**src/dfh_pkg.sv**
```systemverilog
`timescale 1ns / 1ps
// dfh_pkg: constants, control structs and the FNV lane step for the dual FNV-1a hash.
// No dependencies; imported by dfh_core and dual_fnv_hash_128_unit.
package dfh_pkg;

	localparam logic [63:0] SEED_FWD = 64'hcbf29ce484222325;
	localparam logic [63:0] SEED_REV = 64'h9e3779b97f4a7c15;
	// FNV prime is 2^40 + 0x1b3
	localparam int unsigned PRIME_SHIFT = 40;
	localparam logic [8:0]  PRIME_LOW   = 9'h1b3;
	localparam logic [63:0] MIX_FWD = 64'hff51afd7ed558ccd;
	localparam logic [63:0] MIX_REV = 64'hc4ceb9fe1a85ec53;

	localparam int unsigned FWD_PRE_SHIFT  = 33;
	localparam int unsigned FWD_POST_SHIFT = 33;
	localparam int unsigned REV_PRE_SHIFT  = 29;
	localparam int unsigned REV_POST_SHIFT = 32;

	typedef struct packed {
		logic start;  // last item accepted, begin a digest
		logic ovf;    // message overran the store
	} dfh_cmd_t;

	typedef struct packed {
		logic idle;   // sequencer free, can take items
		logic done;   // digest ready, held until acked
		logic ovf;    // digest belongs to an overrun message
	} dfh_rsp_t;

	// one FNV-1a byte step: xor then multiply by prime as shift plus small product
	function automatic logic [63:0] fnv_step(input logic [63:0] h, input logic [7:0] b);
		logic [63:0] t;
		t = h ^ {56'd0, b};
		return (t << PRIME_SHIFT) + (t * {55'd0, PRIME_LOW});
	endfunction

endpackage

```
**src/dfh_mul.sv**
```systemverilog
`timescale 1ns / 1ps
// dfh_mul: shared 32x32 multiplier with a registered 64-bit product.
// No package dependencies.
module dfh_mul (
	input  logic        clk,
	input  logic [31:0] a,
	input  logic [31:0] b,
	output logic [63:0] p
);

	always_ff @(posedge clk) begin
		p <= {32'd0, a} * {32'd0, b};
	end

endmodule

```
**src/dfh_core.sv**
```systemverilog
`timescale 1ns / 1ps
// dfh_core: digest sequencer; walks the store for both lanes, then runs both
// avalanches through one shared multiplier. Depends on dfh_pkg, dfh_mul.
module dfh_core #(
	parameter int MAX_BYTES = 4096,
	parameter int AW = (MAX_BYTES > 1) ? $clog2(MAX_BYTES) : 1,
	parameter int CW = $clog2(MAX_BYTES + 1)
) (
	input  logic              clk,
	input  logic              arst_n,
	input  dfh_pkg::dfh_cmd_t cmd,
	input  logic [CW-1:0]     len,
	input  logic              ack,
	output dfh_pkg::dfh_rsp_t rsp,
	output logic [AW-1:0]     raddr_f,
	output logic [AW-1:0]     raddr_r,
	input  logic [7:0]        rdata_f,
	input  logic [7:0]        rdata_r,
	output logic [63:0]       lane_f,
	output logic [63:0]       lane_r
);
	import dfh_pkg::*;

	localparam logic [1:0] S_IDLE = 2'd0;
	localparam logic [1:0] S_WALK = 2'd1;
	localparam logic [1:0] S_MIX  = 2'd2;
	localparam logic [1:0] S_DONE = 2'd3;

	// avalanche steps: all but R_END issue a product, all but F_LL consume one
	localparam logic [2:0] MX_F_LL = 3'd0;
	localparam logic [2:0] MX_F_HL = 3'd1;
	localparam logic [2:0] MX_F_LH = 3'd2;
	localparam logic [2:0] MX_R_LL = 3'd3;
	localparam logic [2:0] MX_R_HL = 3'd4;
	localparam logic [2:0] MX_R_LH = 3'd5;
	localparam logic [2:0] MX_R_END = 3'd6;

	logic [1:0]    state_q;
	logic [CW-1:0] len_q;
	logic [CW-1:0] walk_q;
	logic          rd_vld_q;
	logic [2:0]    step_q;
	logic [63:0]   acc_q;
	logic [63:0]   lf_q;
	logic [63:0]   lr_q;
	logic          ovf_q;
	logic [CW-1:0] back;
	logic          walk_end;
	logic [31:0]   mul_a;
	logic [31:0]   mul_b;
	logic [63:0]   mul_p;
	logic [63:0]   prod;

	dfh_mul u_mul (
		.clk (clk),
		.a   (mul_a),
		.b   (mul_b),
		.p   (mul_p)
	);

	assign back     = len_q - walk_q - CW'(1);
	assign raddr_f  = walk_q[AW-1:0];
	assign raddr_r  = back[AW-1:0];
	assign walk_end = (walk_q == len_q);
	// low 64 bits of x*C: lo*lo plus the two cross terms shifted up
	assign prod     = acc_q + {mul_p[31:0], 32'd0};

	always_comb begin
		mul_a = '0;
		mul_b = '0;
		unique case (step_q)
			MX_F_LL: begin mul_a = lf_q[31:0];  mul_b = MIX_FWD[31:0];  end
			MX_F_HL: begin mul_a = lf_q[63:32]; mul_b = MIX_FWD[31:0];  end
			MX_F_LH: begin mul_a = lf_q[31:0];  mul_b = MIX_FWD[63:32]; end
			MX_R_LL: begin mul_a = lr_q[31:0];  mul_b = MIX_REV[31:0];  end
			MX_R_HL: begin mul_a = lr_q[63:32]; mul_b = MIX_REV[31:0];  end
			MX_R_LH: begin mul_a = lr_q[31:0];  mul_b = MIX_REV[63:32]; end
			default: begin mul_a = '0;          mul_b = '0;             end
		endcase
	end

	always_ff @(posedge clk or negedge arst_n) begin
		if (!arst_n) begin
			state_q  <= S_IDLE;
			walk_q   <= '0;
			rd_vld_q <= 1'b0;
			step_q   <= MX_F_LL;
			ovf_q    <= 1'b0;
			len_q    <= '0;
			lf_q     <= '0;
			lr_q     <= '0;
		end else begin
			unique case (state_q)
				S_IDLE: begin
					if (cmd.start) begin
						len_q    <= len;
						walk_q   <= '0;
						rd_vld_q <= 1'b0;
						ovf_q    <= cmd.ovf;
						if (cmd.ovf) begin
							lf_q    <= '0;
							lr_q    <= '0;
							state_q <= S_DONE;
						end else begin
							lf_q    <= SEED_FWD ^ 64'(len);
							lr_q    <= SEED_REV ^ (64'(len) << 32);
							state_q <= S_WALK;
						end
					end
				end
				S_WALK: begin
					if (!walk_end) begin
						walk_q <= walk_q + CW'(1);
					end
					rd_vld_q <= !walk_end;
					if (rd_vld_q) begin
						lf_q <= fnv_step(lf_q, rdata_f);
						lr_q <= fnv_step(lr_q, rdata_r);
					end else if (walk_end) begin
						// first xor-shift of both avalanches
						lf_q    <= lf_q ^ (lf_q >> FWD_PRE_SHIFT);
						lr_q    <= lr_q ^ (lr_q >> REV_PRE_SHIFT);
						step_q  <= MX_F_LL;
						state_q <= S_MIX;
					end
				end
				S_MIX: begin
					step_q <= step_q + 3'd1;
					if (step_q == MX_F_LH + 3'd1) begin
						lf_q <= prod ^ (prod >> FWD_POST_SHIFT);
					end
					if (step_q == MX_R_END) begin
						lr_q    <= prod ^ (prod >> REV_POST_SHIFT);
						state_q <= S_DONE;
					end
				end
				S_DONE: begin
					if (ack) begin
						state_q <= S_IDLE;
					end
				end
				default: state_q <= S_IDLE;
			endcase
		end
	end

	// partial product accumulator
	always_ff @(posedge clk) begin
		if (step_q == MX_F_HL || step_q == MX_R_HL) begin
			acc_q <= mul_p;
		end else if (step_q == MX_F_LH || step_q == MX_R_LH) begin
			acc_q <= prod;
		end
	end

	assign rsp.idle = (state_q == S_IDLE);
	assign rsp.done = (state_q == S_DONE);
	assign rsp.ovf  = ovf_q;
	assign lane_f   = lf_q;
	assign lane_r   = lr_q;

endmodule

```
**config.mk**
```make
export PLATFORM = sky130hd
export DESIGN_NAME = dfh_core
export DESIGN_NICKNAME = d
export VERILOG_FILES = /design/src/dfh_pkg.sv /design/src/dfh_mul.sv /design/src/dfh_core.sv
export SDC_FILE = /design/constraint.sdc
export NUM_CORES = 2
export LEC_CHECK = 0
export BUFFER_PORTS_ARGS = -buffer_cell sky130_fd_sc_hd__buf_2
export CAP_MARGIN = 15
export CELL_PAD_IN_SITES_DETAIL_PLACEMENT = 1
export CELL_PAD_IN_SITES_GLOBAL_PLACEMENT = 2
export CORE_MARGIN = 2
export CORE_UTILIZATION = 46
export CTS_CLUSTER_DIAMETER = 200
export DETAILED_ROUTE_END_ITERATION = 6
export PLACE_DENSITY_LB_ADDON = 0.1
export SLEW_MARGIN = 20
export SYNTH_ARGS = -nofsm -noshare
export SYNTH_HDL_FRONTEND = slang
export SYNTH_SLANG_ARGS = --single-unit
```
**constraint.sdc**
```tcl
create_clock -name clk -period 19.5 [get_ports clk]
set_clock_uncertainty 0.05 [all_clocks]
set_input_delay 0.975 -clock clk [delete_from_list [all_inputs] [get_ports clk]]
set_output_delay 0.975 -clock clk [all_outputs]
set_load 0.02 [all_outputs]
```
==> impl_metrics.prom <==
# TYPE chip_impl_metric gauge
chip_impl_metric{name="post_route_cells_drive_above_1_share",unit=""} 0.0606
chip_impl_info{name="synth.largest_area_cell",value="sky130_fd_sc_hd__fa_1"} 1
chip_impl_metric{name="routedWlPerCell",unit="um"} 30.1
chip_impl_metric{name="timing.fmax",unit="MHz"} 89.3
chip_impl_info{name="cts_tree",value="done"} 1
chip_impl_info{name="synth.most_common_cell",value="sky130_fd_sc_hd__inv_1"} 1
chip_impl_metric{name="final_net_count",unit=""} 9464
chip_impl_metric{name="first_pass_iters",unit=""} 7
chip_impl_metric{name="route.detailed.drc",unit=""} 3
chip_impl_metric{name="floorplan.die_area",unit="mm^2"} 0.151
chip_impl_metric{name="reg2reg_slack",unit="ns"} 8.30
chip_impl_metric{name="final-hold-violation-count",unit=""} 0
chip_impl_metric{name="cts-root-to-sink-buffers",unit=""} 3
chip_impl_metric{name="cts_buffers",unit=""} 37
chip_impl_info{name="critPathLaunchType",value="register"} 1
chip_impl_metric{name="dp_hpwl",unit="mm"} 243
chip_impl_metric{name="die_width",unit="um"} 388
chip_impl_metric{name="worstSkewPairLatency",unit="ns"} 0.59
chip_impl_metric{name="finalNonFillerCells",unit=""} 9345
chip_impl_metric{name="share_of_the_synthesized_area_in_the_top_cell_type",unit=""} 0.385
chip_impl_metric{name="gpl.final_weighted_congestion",unit=""} 1.00
chip_impl_metric{name="synthesis.nets",unit=""} 9363
chip_impl_metric{name="fin_setup_tns",unit="ns"} 0
chip_impl_metric{name="synth-edff-count",unit=""} 64
chip_impl_info{name="endpoint_kind",value="register"} 1
chip_impl_info{name="run_status",value="complete, but fails checks"} 1
chip_impl_metric{name="yosysSeqAreaShare",unit=""} 0.107
chip_impl_info{name="critical-path-top-cell-by-count",value="sky130_fd_sc_hd__fa_1"} 1
chip_impl_metric{name="cap_violations",unit=""} 0
chip_impl_metric{name="finalSetupViolations",unit=""} 0
chip_impl_metric{name="timing.critical_path.fanout_max",unit=""} 33
chip_impl_info{name="critical_path.slowest_cell",value="sky130_fd_sc_hd__and2_1"} 1
chip_impl_metric{name="wire_length_of_the_first_global_routing_pass",unit="mm"} 413
chip_impl_metric{name="placementRows",unit=""} 140
chip_impl_metric{name="grt_antenna_before_repair",unit=""} 10
chip_impl_info{name="ctsRootBufferMaster",value="sky130_fd_sc_hd__clkbuf_16"} 1
chip_impl_metric{name="synth.ff_latch_count",unit=""} 289
chip_impl_metric{name="tightest_pin_transition",unit="ns"} 1.15
chip_impl_metric{name="post_synth_inst_count",unit=""} 7297
chip_impl_metric{name="io_buf_count",unit=""} 188
chip_impl_metric{name="timing.critical_path.arrival",unit="ns"} 11.61
chip_impl_metric{name="finalWorstPathRequiredPeriod",unit="ns"} 11.20
chip_impl_metric{name="route.vias.total",unit=""} 54100
chip_impl_metric{name="synth.cell_area",unit="mm^2"} 0.0679
chip_impl_metric{name="grt.total_usage",unit=""} 0.378
chip_impl_metric{name="h_tree_lvl_count",unit=""} 2
chip_impl_info{name="rr_endpoint",value="u_mul.p[55]$_DFF_P_"} 1
chip_impl_metric{name="start_util",unit=""} 0.465
chip_impl_info{name="failed_checks",value="design-rule violations"} 1
chip_impl_metric{name="design.core.area",unit="mm^2"} 0.146
chip_impl_info{name="synth-main-ff-cell",value="sky130_fd_sc_hd__dfrtp_1"} 1
chip_impl_metric{name="drt_wl_total",unit="mm"} 282
chip_impl_metric{name="grt_max_degree",unit=""} 88
chip_impl_metric{name="postCtsSetupRepairBufs",unit=""} 0
chip_impl_metric{name="cts_repair_resize_count",unit=""} 0
chip_impl_info{name="synth_area_leaders",value="sky130_fd_sc_hd__fa_1 39%, sky130_fd_sc_hd__ha_1 13%, sky130_fd_sc_hd__inv_1 9.6%"} 1
chip_impl_metric{name="cts_hold_repair_buffers",unit=""} 0
chip_impl_metric{name="synth.lib_cells_used.distinct",unit=""} 99
chip_impl_info{name="timing.rr.start",value="step_q[0]$_DFFE_PN0P_"} 1
chip_impl_metric{name="cts.clk_slew.worst_paths",unit="ns"} 0.07
chip_impl_metric{name="die_height",unit="um"} 388
chip_impl_metric{name="fin_area",unit="mm^2"} 0.0725
chip_impl_metric{name="place_area",unit="mm^2"} 0.0712
chip_impl_metric{name="required",unit="ns"} 19.92
chip_impl_metric{name="syn-mean-instance-area",unit="um^2"} 9.30
chip_impl_metric{name="numClockSinks",unit=""} 289
chip_impl_metric{name="via_per_inst",unit=""} 5.79
chip_impl_metric{name="worst-r2r-cell-count",unit=""} 31
chip_impl_info{name="yosys-top-cells-count",value="1738 x sky130_fd_sc_hd__inv_1, 1307 x sky130_fd_sc_hd__fa_1, 725 x sky130_fd_sc_hd__ha_1"} 1
chip_impl_metric{name="fin_crit_sh",unit=""} 0.574
chip_impl_metric{name="overflow",unit=""} 0
chip_impl_metric{name="post_synthesis_to_final_layout_area_growth",unit="%"} 6.73
chip_impl_info{name="worstHoldPathType",value="in -> async"} 1
chip_impl_metric{name="asyncSetResetFlopFracSynth",unit=""} 0.557
chip_impl_metric{name="critPathMaxStageDelay",unit="ns"} 0.83
chip_impl_metric{name="drtIter0Drc",unit=""} 4044
chip_impl_metric{name="final-max-slew-violation-count",unit=""} 0
chip_impl_metric{name="first_global_vias",unit=""} 60000
chip_impl_metric{name="fillerInstances",unit=""} 16900
chip_impl_info{name="setup_repair_after_global_routing_missed_its_margin",value="no"} 1
chip_impl_metric{name="final_antenna_net_count",unit=""} 0
chip_impl_metric{name="synthesis.yosys.warnings",unit=""} 0
chip_impl_metric{name="max_slew_margin",unit=""} 0.231
chip_impl_metric{name="placed_cells",unit=""} 9276
chip_impl_info{name="worst-setup-path-type",value="reg -> reg"} 1
chip_impl_metric{name="top_level_ports",unit=""} 189
worst max path at each step:
stage	depth (start not counted)	slack (ns)	start	end
floorplan	36	10.35	step_q[0]$_DFFE_PN0P_	u_mul.p[53]$_DFF_P_
global placement	31	8.67	step_q[0]$_DFFE_PN0P_	u_mul.p[51]$_DFF_P_
global route	31	7.88	step_q[0]$_DFFE_PN0P_	u_mul.p[60]$_DFF_P_
detailed placement	31	8.36	step_q[0]$_DFFE_PN0P_	u_mul.p[51]$_DFF_P_
finish	31	8.30	step_q[0]$_DFFE_PN0P_	u_mul.p[55]$_DFF_P_
CTS	31	8.41	step_q[0]$_DFFE_PN0P_	u_mul.p[51]$_DFF_P_
area by class of cell:
type / instances / area [um^2] / share of cell area
well taps: 1917 / 2400 / 0.0331
diodes: 1 / 2.50 / 0.0000345
clock buffers: 50 / 1080 / 0.0149
flip-flops and latches: 289 / 7240 / 0.0999
clock inverters: 18 / 200 / 0.00276
multi-input cells: 5017 / 53200 / 0.734
inverters: 1757 / 6600 / 0.0910
repair buffers: 296 / 1760 / 0.0243
stage by stage:
step           utilization  hold WS, ns  setup slack [ns]
2_1_floorplan            -        0.430             10.35
3_3_place_gp         0.487        0.443              8.67
3_5_place_dp         0.487        0.452              8.36
4_1_cts              0.496        0.341              8.41
5_1_grt              0.496        0.364              7.88
6_report             0.496        0.332              8.30
metal layers:
metal  wire (um)  GRT usage
met5          35          0
met4       20700      0.224
met3       16500     0.0531
met2      136000      0.640
met1      109000      0.458
worst max-delay path, delay by kind of cell, from the launching register on:
kind	cells	cell delay (ns)
AND/OR/NAND/NOR	8	2.51
buffers and inverters	5	1.21
flip-flops	1	0.46
AO/OA/AOI/OAI	7	2.19
adder cells (fa/ha/maj)	10	4.45
XOR/XNOR	1	0.15
state kept, by name (all words and copies together) (netlist names):
register  flops
acc_q        64
lane_f       64
lane_r       64
len_q        13
ovf_q         1
rd_vld_q      1
state_q       2
step_q        3
u_mul.p      64
walk_q       13
kinds of logic after synthesis:
logic type,synth area share
adder cells (fa/ha/maj),0.520
XOR/XNOR,0.0526
flip-flops,0.107
AO/OA/AOI/OAI,0.119
buffers and inverters,0.111
multiplexers,0.00829
AND/OR/NAND/NOR,0.0835
placed cells by master (no fill, tap or decap), types with 64 or more instances in the layout:
master                     synthesis  final
sky130_fd_sc_hd__buf_4            13    108
sky130_fd_sc_hd__a21o_1          116    116
sky130_fd_sc_hd__o21ai_0         278    277
sky130_fd_sc_hd__nor2_1          474    468
sky130_fd_sc_hd__buf_2             2    187
sky130_fd_sc_hd__fa_1           1307   1307
sky130_fd_sc_hd__a21oi_1         361    361
sky130_fd_sc_hd__nand2_1         457    457
sky130_fd_sc_hd__xnor2_1         243    241
sky130_fd_sc_hd__ha_1            725    724
sky130_fd_sc_hd__inv_1          1738   1738
sky130_fd_sc_hd__edfxtp_1         64     64
sky130_fd_sc_hd__dfxtp_1          64     64
sky130_fd_sc_hd__dfrtp_1         161    160
sky130_fd_sc_hd__and2_1           84     84
sky130_fd_sc_hd__xor2_1          163    163
Power is left out: the tool's default activity adds up to more than one toggle a clock period on the data nets, which glitch-free logic cannot reach.
